File: config.mk
export PLATFORM = sky130hd
export DESIGN_NAME = move_command_line_parser
export DESIGN_NICKNAME = d
export VERILOG_FILES = /design/src/design/mclp_pkg.sv /design/src/design/mclp_front.sv /design/src/design/mclp_queue.sv /design/src/design/mclp_back.sv /design/src/design/move_command_line_parser.sv
export VERILOG_INCLUDE_DIRS = /design/src /design/src/design
export SDC_FILE = /design/constraint.sdc
export NUM_CORES = 2
export LEC_CHECK = 0
export ABC_AREA = 1
export BUFFER_PORTS_ARGS = -buffer_cell sky130_fd_sc_hd__buf_2
export CAP_MARGIN = 30
export CORE_MARGIN = 1
export CORE_UTILIZATION = 25
export DETAILED_ROUTE_END_ITERATION = 7
export PLACE_DENSITY = 0.52
export SYNTH_ARGS = -nofsm -noshare
export SYNTH_HDL_FRONTEND = slang
export SYNTH_SLANG_ARGS = --single-unit
File: constraint.sdc
create_clock -name clk -period 7.85 [get_ports clk]
set_input_delay 0.3925 -clock clk [delete_from_list [all_inputs] [get_ports clk]]
set_output_delay 0.3925 -clock clk [all_outputs]
set_load 0.01 [all_outputs]
File: src/design/move_command_line_parser_defines.svh
// ----------------------------------------------------------------------------
// move command line parser assertion macros
// concurrent check helpers used by the parser front end
// ----------------------------------------------------------------------------
`ifndef MOVE_COMMAND_LINE_PARSER_DEFINES_SVH
`define MOVE_COMMAND_LINE_PARSER_DEFINES_SVH

`ifndef NO_ASSERTIONS

// property must hold at every rising clock edge outside reset
`define MCLP_ASSERT(lbl, clk, rst_n, prop, msg) \
	lbl: assert property (@(posedge clk) disable iff (!rst_n) prop) else $error(msg);

// expression must never be true outside reset
`define MCLP_NEVER(lbl, clk, rst_n, expr, msg) \
	lbl: assert property (@(posedge clk) disable iff (!rst_n) !(expr)) else $error(msg);

`else

`define MCLP_ASSERT(lbl, clk, rst_n, prop, msg)
`define MCLP_NEVER(lbl, clk, rst_n, expr, msg)

`endif

`endif

File: src/design/mclp_pkg.sv
// ----------------------------------------------------------------------------
// mclp_pkg
// types, character codes and helpers for the move command line parser
// ----------------------------------------------------------------------------
package mclp_pkg;

	typedef enum logic [3:0] {
		PH_P0     = 4'd0,
		PH_P1     = 4'd1,
		PH_P2     = 4'd2,
		PH_P3     = 4'd3,
		PH_P4     = 4'd4,
		PH_NOTCMD = 4'd5,
		PH_BAD    = 4'd6,
		PH_WS1    = 4'd7,
		PH_SGN1   = 4'd8,
		PH_DIG1   = 4'd9,
		PH_WS2    = 4'd10,
		PH_SGN2   = 4'd11,
		PH_DIG2   = 4'd12,
		PH_DONE   = 4'd13
	} phase_t;

	typedef enum logic [1:0] {
		ST_OK       = 2'd0,
		ST_NOT_CMD  = 2'd1,
		ST_BAD_ARGS = 2'd2,
		ST_TOO_LONG = 2'd3
	} status_t;

	// one parsed line handed from front to back
	typedef struct packed {
		status_t            status;
		logic signed [15:0] turn_value;
		logic signed [15:0] move_value;
	} line_result_t;

	localparam logic [7:0] CH_NUL   = 8'd0;
	localparam logic [7:0] CH_NL    = 8'd10;
	localparam logic [7:0] CH_SPACE = 8'd32;
	localparam logic [7:0] CH_PLUS  = 8'd43;
	localparam logic [7:0] CH_MINUS = 8'd45;
	localparam logic [7:0] CH_ZERO  = 8'd48;
	localparam logic [7:0] CH_NINE  = 8'd57;
	localparam logic [7:0] CASE_OFS = 8'd32;

	localparam logic [15:0] MAG_LIMIT = 16'd32768;
	localparam logic [15:0] POS_MAX   = 16'd32767;

	localparam logic [23:0] MOVE_GAIN_RST = 24'd459;
	localparam logic [23:0] TURN_GAIN_RST = 24'd9830;

	localparam logic REG_MOVE_GAIN = 1'b0;
	localparam logic REG_TURN_GAIN = 1'b1;

	// lowercase letters of "move"
	function automatic logic [7:0] prefix_char(input logic [1:0] idx);
		logic [7:0] ch;
		case (idx)
			2'd0: ch = 8'd109;
			2'd1: ch = 8'd111;
			2'd2: ch = 8'd118;
			default: ch = 8'd101;
		endcase
		return ch;
	endfunction

	function automatic logic is_ws(input logic [7:0] c);
		return (c == CH_SPACE) || (c == 8'd9) || (c == 8'd11) || (c == 8'd12) ||
			(c == 8'd13);
	endfunction

	function automatic logic is_digit(input logic [7:0] c);
		return (c >= CH_ZERO) && (c <= CH_NINE);
	endfunction

	// magnitude times ten plus digit, saturating at 32768
	function automatic logic [15:0] add_digit(input logic [15:0] acc, input logic [7:0] c);
		logic [19:0] v;
		v = ({4'b0, acc} << 3) + ({4'b0, acc} << 1) + {16'b0, c[3:0]};
		return (v > {4'b0, MAG_LIMIT}) ? MAG_LIMIT : v[15:0];
	endfunction

	function automatic logic signed [15:0] finish_number(input logic [15:0] acc,
			input logic neg);
		logic [15:0] r;
		if (neg) begin
			r = ~acc + 16'd1;
		end else if (acc > POS_MAX) begin
			r = POS_MAX;
		end else begin
			r = acc;
		end
		return signed'(r);
	endfunction

endpackage

File: src/design/mclp_front.sv
// ----------------------------------------------------------------------------
// mclp_front
// byte-serial parser: one byte a cycle while queue not full, result on newline
// ----------------------------------------------------------------------------
`include "move_command_line_parser_defines.svh"

module mclp_front #(
	parameter int MAX_LINE = 64
) (
	input  logic                  clk,
	input  logic                  arst_n,
	input  logic                  s_tvalid,
	output logic                  s_tready,
	input  logic [7:0]            s_tdata,
	input  logic                  q_full,
	output logic                  push,
	output mclp_pkg::line_result_t entry
);
	import mclp_pkg::*;

	localparam int LEN_W = $clog2(MAX_LINE + 1);
	localparam logic [LEN_W-1:0] LEN_MAX = LEN_W'(MAX_LINE);

	phase_t             phase_q, phase_n;
	logic [15:0]        acc_q, acc_n;
	logic               neg_q, neg_n;
	logic signed [15:0] first_q, first_n;
	logic [LEN_W-1:0]   len_q, len_n;
	logic               ended_q, ended_n;

	logic               accept;
	logic               start_num;
	logic               second;
	logic [7:0]         c;

	assign s_tready = !q_full;
	assign accept   = s_tvalid && s_tready;
	assign c        = s_tdata;

	always_ff @(posedge clk or negedge arst_n) begin
		if (!arst_n) begin
			phase_q <= PH_P0;
			acc_q   <= '0;
			neg_q   <= 1'b0;
			first_q <= '0;
			len_q   <= '0;
			ended_q <= 1'b0;
		end else begin
			phase_q <= phase_n;
			acc_q   <= acc_n;
			neg_q   <= neg_n;
			first_q <= first_n;
			len_q   <= len_n;
			ended_q <= ended_n;
		end
	end

	always_comb begin
		phase_n   = phase_q;
		acc_n     = acc_q;
		neg_n     = neg_q;
		first_n   = first_q;
		len_n     = len_q;
		ended_n   = ended_q;
		push      = 1'b0;
		start_num = 1'b0;
		second    = 1'b0;
		entry.status     = ST_OK;
		entry.turn_value = '0;
		entry.move_value = '0;

		if (accept && (c == CH_NL)) begin
			push = 1'b1;
			if (len_q >= LEN_MAX) begin
				entry.status = ST_TOO_LONG;
			end else if (phase_q <= PH_NOTCMD) begin
				entry.status = ST_NOT_CMD;
			end else if ((phase_q == PH_DIG2) || (phase_q == PH_DONE)) begin
				entry.turn_value = first_q;
				entry.move_value = finish_number(acc_q, neg_q);
			end else begin
				entry.status = ST_BAD_ARGS;
			end
			phase_n = PH_P0;
			acc_n   = '0;
			neg_n   = 1'b0;
			first_n = '0;
			len_n   = '0;
			ended_n = 1'b0;
		end else if (accept) begin
			if (len_q < LEN_MAX) begin
				len_n = len_q + LEN_W'(1);
			end
			if (c == CH_NUL) begin
				ended_n = 1'b1;
			end
			// nothing after a nul byte is parsed
			if (!ended_q && (c != CH_NUL)) begin
				case (phase_q)
					PH_P0, PH_P1, PH_P2, PH_P3: begin
						if (c == prefix_char(phase_q[1:0])) begin
							phase_n = phase_t'(phase_q + 4'd1);
						end else if (c == prefix_char(phase_q[1:0]) - CASE_OFS) begin
							// uppercase letter remembered for the literal check
							neg_n   = 1'b1;
							phase_n = phase_t'(phase_q + 4'd1);
						end else begin
							phase_n = PH_NOTCMD;
						end
					end
					PH_P4: begin
						if (c != CH_SPACE) begin
							phase_n = PH_NOTCMD;
						end else begin
							phase_n = neg_q ? PH_BAD : PH_WS1;
						end
						neg_n = 1'b0;
					end
					PH_WS1: begin
						start_num = 1'b1;
					end
					PH_SGN1, PH_SGN2: begin
						if (is_digit(c)) begin
							acc_n   = {12'b0, c[3:0]};
							phase_n = (phase_q == PH_SGN1) ? PH_DIG1 : PH_DIG2;
						end else begin
							phase_n = PH_BAD;
						end
					end
					PH_DIG1: begin
						if (is_digit(c)) begin
							acc_n = add_digit(acc_q, c);
						end else begin
							first_n   = finish_number(acc_q, neg_q);
							neg_n     = 1'b0;
							acc_n     = '0;
							phase_n   = PH_WS2;
							start_num = 1'b1;
							second    = 1'b1;
						end
					end
					PH_WS2: begin
						start_num = 1'b1;
						second    = 1'b1;
					end
					PH_DIG2: begin
						if (is_digit(c)) begin
							acc_n = add_digit(acc_q, c);
						end else begin
							phase_n = PH_DONE;
						end
					end
					default: begin
					end
				endcase

				// whitespace keeps the phase chosen by the case above
				if (start_num && !is_ws(c)) begin
					if ((c == CH_PLUS) || (c == CH_MINUS)) begin
						neg_n   = (c == CH_MINUS);
						phase_n = second ? PH_SGN2 : PH_SGN1;
					end else if (is_digit(c)) begin
						acc_n   = {12'b0, c[3:0]};
						phase_n = second ? PH_DIG2 : PH_DIG1;
					end else begin
						phase_n = PH_BAD;
					end
				end
			end
		end
	end

	`MCLP_ASSERT(a_line_restart, clk, arst_n, push |=> (phase_q == PH_P0) && (len_q == '0) && !ended_q, "parser state not cleared after newline")
	`MCLP_NEVER(a_len_bound, clk, arst_n, len_q > LEN_MAX, "line length counter past its limit")
	`MCLP_ASSERT(a_fail_zero, clk, arst_n, (push && (entry.status != ST_OK)) |-> (entry.turn_value == '0) && (entry.move_value == '0), "failed line carries nonzero values")

endmodule

File: src/design/mclp_queue.sv
// ----------------------------------------------------------------------------
// mclp_queue
// two-entry queue of line results between parser and scaler
// ----------------------------------------------------------------------------
module mclp_queue (
	input  logic                   clk,
	input  logic                   arst_n,
	input  logic                   push,
	input  mclp_pkg::line_result_t entry_in,
	input  logic                   pop,
	output logic                   full,
	output logic                   valid,
	output mclp_pkg::line_result_t entry_out
);
	import mclp_pkg::*;

	line_result_t slot_q [2];
	logic         wr_ptr_q;
	logic         rd_ptr_q;
	logic [1:0]   count_q;

	assign full      = (count_q == 2'd2);
	assign valid     = (count_q != 2'd0);
	assign entry_out = slot_q[rd_ptr_q];

	always_ff @(posedge clk) begin
		if (push) begin
			slot_q[wr_ptr_q] <= entry_in;
		end
	end

	always_ff @(posedge clk or negedge arst_n) begin
		if (!arst_n) begin
			wr_ptr_q <= 1'b0;
			rd_ptr_q <= 1'b0;
			count_q  <= 2'd0;
		end else begin
			if (push) begin
				wr_ptr_q <= ~wr_ptr_q;
			end
			if (pop) begin
				rd_ptr_q <= ~rd_ptr_q;
			end
			case ({push, pop})
				2'b10:   count_q <= count_q + 2'd1;
				2'b01:   count_q <= count_q - 2'd1;
				default: count_q <= count_q;
			endcase
		end
	end

endmodule

File: src/design/mclp_back.sv
// ----------------------------------------------------------------------------
// mclp_back
// scales parsed values by the gains and holds the result for the output
// ----------------------------------------------------------------------------
module mclp_back (
	input  logic                   clk,
	input  logic                   arst_n,
	input  logic                   q_valid,
	input  mclp_pkg::line_result_t entry,
	output logic                   pop,
	input  logic signed [23:0]     move_gain,
	input  logic signed [23:0]     turn_gain,
	output logic                   m_tvalid,
	input  logic                   m_tready,
	output logic [119:0]           m_tdata
);
	import mclp_pkg::*;

	logic               m_tvalid_q;
	status_t            status_q;
	logic signed [15:0] turn_value_q;
	logic signed [15:0] move_value_q;
	logic signed [39:0] move_speed_q;
	logic signed [39:0] turn_speed_q;

	logic signed [16:0] neg_move;
	logic signed [40:0] move_prod;
	logic signed [39:0] turn_prod;

	assign pop      = q_valid && (!m_tvalid_q || m_tready);
	assign neg_move = -17'(entry.move_value);
	assign move_prod = 41'(neg_move) * 41'(move_gain);
	assign turn_prod = 40'(entry.turn_value) * 40'(turn_gain);

	always_ff @(posedge clk or negedge arst_n) begin
		if (!arst_n) begin
			m_tvalid_q <= 1'b0;
		end else if (pop) begin
			m_tvalid_q <= 1'b1;
		end else if (m_tready) begin
			m_tvalid_q <= 1'b0;
		end
	end

	always_ff @(posedge clk) begin
		if (pop) begin
			status_q     <= entry.status;
			turn_value_q <= entry.turn_value;
			move_value_q <= entry.move_value;
			move_speed_q <= move_prod[39:0];
			turn_speed_q <= turn_prod;
		end
	end

	assign m_tvalid = m_tvalid_q;
	assign m_tdata  = {6'b0, turn_speed_q, move_speed_q, move_value_q, turn_value_q,
		status_q};

endmodule

File: src/design/move_command_line_parser.sv
// ----------------------------------------------------------------------------
// move_command_line_parser
// streaming parser for "move <turn> <move>" text lines with gain scaling
// ----------------------------------------------------------------------------
// Takes one byte per cycle unless the queue is full and keeps no line buffer.
// Each newline yields one result item carrying the status, the two
// saturated integers and the scaled speeds; other bytes yield nothing.
// The parser folds a byte into its state in the cycle it is accepted and
// pushes the line result into a two-entry queue; the scaler pops one entry
// a cycle while the output is free, through a 17x24 and a 16x24 multiplier
// into the output register, so results wait in the queue register first.
// s_tready drops only while the queue is full, which takes a stalled output.
// Gains sit at byte addresses 0 (move_gain) and 4 (turn_gain).
// ----------------------------------------------------------------------------
module move_command_line_parser #(
	parameter int MAX_LINE = 64
) (
	input  logic          clk,
	input  logic          arst_n,
	// rx_byte[7:0]
	input  logic          s_tvalid,
	output logic          s_tready,
	input  logic [7:0]    s_tdata,
	// status[1:0], turn_value[17:2], move_value[33:18], move_speed[73:34],
	// turn_speed[113:74], zero fill[119:114]
	output logic          m_tvalid,
	input  logic          m_tready,
	output logic [119:0]  m_tdata,
	input  logic          psel,
	input  logic          penable,
	input  logic          pwrite,
	input  logic [2:0]    paddr,
	input  logic [31:0]   pwdata,
	output logic [31:0]   prdata,
	output logic          pready
);
	import mclp_pkg::*;

	logic [23:0]  move_gain_q;
	logic [23:0]  turn_gain_q;
	logic         cfg_wr;

	logic         q_full;
	logic         q_valid;
	logic         push;
	logic         pop;
	line_result_t push_entry;
	line_result_t head_entry;

	assign pready = 1'b1;
	assign cfg_wr = psel && penable && pwrite && pready;

	always_ff @(posedge clk or negedge arst_n) begin
		if (!arst_n) begin
			move_gain_q <= MOVE_GAIN_RST;
			turn_gain_q <= TURN_GAIN_RST;
		end else if (cfg_wr) begin
			if (paddr[2] == REG_TURN_GAIN) begin
				turn_gain_q <= pwdata[23:0];
			end else begin
				move_gain_q <= pwdata[23:0];
			end
		end
	end

	assign prdata = (paddr[2] == REG_TURN_GAIN) ? {8'b0, turn_gain_q} : {8'b0, move_gain_q};

	mclp_front #(
		.MAX_LINE (MAX_LINE)
	) u_front (
		.clk      (clk),
		.arst_n   (arst_n),
		.s_tvalid (s_tvalid),
		.s_tready (s_tready),
		.s_tdata  (s_tdata),
		.q_full   (q_full),
		.push     (push),
		.entry    (push_entry)
	);

	mclp_queue u_queue (
		.clk       (clk),
		.arst_n    (arst_n),
		.push      (push),
		.entry_in  (push_entry),
		.pop       (pop),
		.full      (q_full),
		.valid     (q_valid),
		.entry_out (head_entry)
	);

	mclp_back u_back (
		.clk       (clk),
		.arst_n    (arst_n),
		.q_valid   (q_valid),
		.entry     (head_entry),
		.pop       (pop),
		.move_gain (signed'(move_gain_q)),
		.turn_gain (signed'(turn_gain_q)),
		.m_tvalid  (m_tvalid),
		.m_tready  (m_tready),
		.m_tdata   (m_tdata)
	);

endmodule
==> summary.txt <==
Worst setup path
  – Crit Reg-Reg Startpoint: u_queue.rd_ptr_q$_DFFE_PN0P_
  – Endpoint of the worst register-to-register path: u_back.move_speed_q[37]$_DFFE_PP_
  – Biggest cell delay along the critical path: 580 ps
  – Data required, critical path: a little over 8000 ps
  – Worst-path cell with the longest stage delay: fa_1
  – Worst R2R Setup Slack: between 300 and 400 ps
  – CP Data Arrival Time: slightly below 8000 ps
  – Top Family by Delay on Critical Path: adder cells
  – Launching element type of the critical path: register
  – Endpoint type of the worst setup path: register
  – Cell type with the highest occurrence count on the critical path: nand2_1
  – Count of buffering cells on the critical path with inverters included: 8
  – Worst-case reg-to-reg path depth: 33
  – Worst Path Class, Setup: reg2reg
  – Critical Path Fanout Max: 11

Status
  – Run status: finished clean

Detailed routing
  – Average wire per standard cell: 18.6 um
  – Remaining antenna violation count after routing: 0
  – Number of iterations in the first detailed-routing pass: 5
  – Average via count per standard cell: 4.51
  – DRC: 0
  – Drt first-iter violations: 2471
  – Number of vias after detailed routing: ~32000
  – Total wirelength of the detailed-routed design: 134 mm

Floorplan
  – DIE HEIGHT: 408 um
  – Die width: 408 um
  – Row cnt: between 100 and 150
  – Starting density of the core: 25.3%
  – Total die area: 166000 um2
  – Core outline area: ~160000 um2
  – Top-level port count: just over 200

Final layout
  – Share of final-layout standard cells stronger than drive strength 1: between 10% and 20%
  – Synth-to-layout area growth: 13.7%
  – Non-filler instance count after layout: approximately 7000
  – # nets final: around 6000

Synthesis
  – Count of synthesis-stage warnings from yosys: 0
  – Number of synthesized flops with an enable pin: ~180
  – Top cells by instance count after synthesis: inv_1 (1128), nand2_1 (971), fa_1 (771)
  – Post-synth top area cell: fa_1
  – Number of distinct library cells after synthesis: between 60 and 70
  – Register bit total from synthesis: 280
  – Primary FF master, synth: edfxtp_1
  – Cell types with the largest area share after synthesis: fa_1 (37%), edfxtp_1 (13%), inv_1 (10%)
  – Area share of the largest cell type after synthesis: a little under two fifths
  – Number of instances in the synthesized netlist: between 4000 and 5000
  – Post-Syn Area per Cell: approximately 8.7 um2
  – Top-count cell post-synth: inv_1
  – Post-Synthesis Cell Area: between 40000 and 50000 um2
  – Sequential-to-total area share from yosys stat: between 10% and 20%
  – Post-synthesis async set-or-reset flop share: a little over a third

Placed design
  – Count of input and output buffers: around 180
  – Placer's final routability congestion estimate: 0.942
  – Detailed Place HPWL: roughly 110 mm
  – Placed instance count: 7099

Clock tree
  – Number of buffers created by CTS: 36
  – Clock slew seen by the registers of the worst setup and hold paths: roughly 60 ps
  – Clock tree from TritonCTS: yes
  – CTS Root Buffer Type: clkbuf_16
  – Insertion delay to the later sink of the worst-skew pair: between 600 and 700 ps
  – Total clock sinks: 280
  – Count of H-tree levels built during CTS: 2
  – Clock Tree Buf Depth: 3

Timing
  – Remaining max-slew budget at the tightest pin: between 30% and 40%
  – Post-Route Skew: roughly 53 ps
  – Slew @ Worst Pin: 934 ps
  – Crit share post-route: between 90% and 100%
  – Crit path time final: about 7500 ps
  – Highest clock rate: 133 MHz
  – Number of endpoints with negative hold slack in the final report: 0
  – Max-slew violations: 0
  – Final-report setup violation count: 0

Hold path
  – Path type of the worst min-delay path: in2reg
  – Cell depth of the worst min-delay path: 3
  – Worst Hold End: move_gain_q[21]$_DFFE_PN0P_
  – Startpoint of the most critical hold path: pwdata[21]

GRT
  – First-pass GRT wire length: roughly 200 mm
  – Vias in the first global route: 33800
  – Global routing usage summed across all routing layers: around 16%
  – Antenna violations before repair: 11
  – Global-route congestion overflow total: 0
  – Maximum number of pins on one net before global-route repair: 57

Run
  – Maxcap violations: 0
-- routing by layer --
metal / up-vias / share of wire [%] / global-route usage, %
met5: - / 0.040 / 0
met4: 10 / 2.8 / 4.21
met3: 174 / 8.0 / 3.54
met2: 1121 / 44 / 25.2
met1: 16500 / 45 / 22.7
li1: 14600 / - / -
-- logic make-up after synthesis --
kind of cell | after synthesis | synth area share, %
other | 2 | 0.0182
adder cells (fa/ha/maj) | 1006 | 44.6
AND/OR/NAND/NOR | 1644 | 16.2
buffers and inverters | 1313 | 12.2
AO/OA/AOI/OAI | 407 | 5.50
flip-flops | 280 | 19.3
XOR/XNOR | 104 | 2.21
-- area by class of cell --
| type | instances | area, um2 |
|---|---|---|
| Fill cell | 17500 | 116000 |
| Timing Repair inverter | 1 | 5.00 |
| Multi-Input combinational cell | 3176 | 28400 |
| Clock buffer | 45 | 966 |
| Sequential cell | 280 | 7940 |
| Antenna cell | 2 | 5.00 |
| Timing Repair Buffer | 334 | 2190 |
| Clock inverter | 21 | 282 |
| Inverter | 1144 | 4330 |
| Tap cell | 2175 | 2720 |
-- worst register-to-register path, delay by kind of cell, from the launching register on --
kind	cells	cell delay (ps)
adder cells (fa/ha/maj)	8	3610
buffers and inverters	8	1080
AND/OR/NAND/NOR	13	1350
AO/OA/AOI/OAI	4	830
flip-flops	1	440
-- layout by cell type, fill, tap and decap left out, types with 8 or more instances in the layout --
master	instances
o21ai_0	162
a21o_1	8
clkbuf_16	37
buf_4	137
o21ai_1	11
a21oi_1	126
nand3_1	108
conb_1	15
nor2_1	431
dfstp_2	13
or2_2	32
nand2_1	970
dfrtp_1	84
buf_12	10
nor3_1	20
buf_2	184
o211ai_1	11
inv_1	1120
o31ai_1	10
nor4_1	8
xor2_1	61
o22ai_1	20
fa_1	770
edfxtp_1	182
ha_1	235
nand4_1	17
clkinvlp_4	11
a31oi_1	20
xnor2_1	43
nand2_2	19
inv_2	13
-- metrics by stage --
step | utilization (%) | cell area, um2 | TNS [ps] | setup slack (ps) | hold WS (ps)
after floorplan | - | 41300 | 0 | 261 | 96.9
after global placement | 27.8 | 45300 | 0 | 79.1 | 433
after detailed placement | 27.8 | 45400 | 0 | 32.7 | 443
after CTS | 28.6 | 46600 | 0 | 6.03 | 14.5
after global routing | 28.7 | 46800 | -18.7 | -13.4 | 51.2
final | 28.7 | 46800 | 0 | 321 | 41.0
-- sequential cells by signal, indices dropped and copies added (netlist names), 24 cells and up --
register             cells
u_queue.slot_q          68
u_back.move_speed_q     40
u_back.turn_speed_q     40
move_gain_q             24
turn_gain_q             24
-- how the worst max path moves through the flow --
stage,start,endpoint,depth (start not counted)
detailed placement,u_queue.rd_ptr_q$_DFFE_PN0P_,u_back.move_speed_q[36]$_DFFE_PP_,38
global placement,u_queue.rd_ptr_q$_DFFE_PN0P_,u_back.move_speed_q[39]$_DFFE_PP_,37
floorplan,u_back.m_tvalid$_DFFE_PN0P_,u_queue.count_q[1]$_DFFE_PN0P_,7
finish,u_queue.rd_ptr_q$_DFFE_PN0P_,u_back.move_speed_q[37]$_DFFE_PP_,33
global route,u_queue.rd_ptr_q$_DFFE_PN0P_,u_back.move_speed_q[37]$_DFFE_PP_,40
CTS,u_queue.rd_ptr_q$_DFFE_PN0P_,u_back.move_speed_q[36]$_DFFE_PP_,38
-- timing repair --
item / in CTS / in global routing
gates resized for setup: 0 / 32
hold endpoints to repair: 42 / 0
buffers inserted: 0 / 8
hold buffers: 1 / 0
setup endpoints to repair: 0 / 20
Power is not shown: default switching activity piles up to over one toggle a cycle in this logic, so the estimate is an artifact.
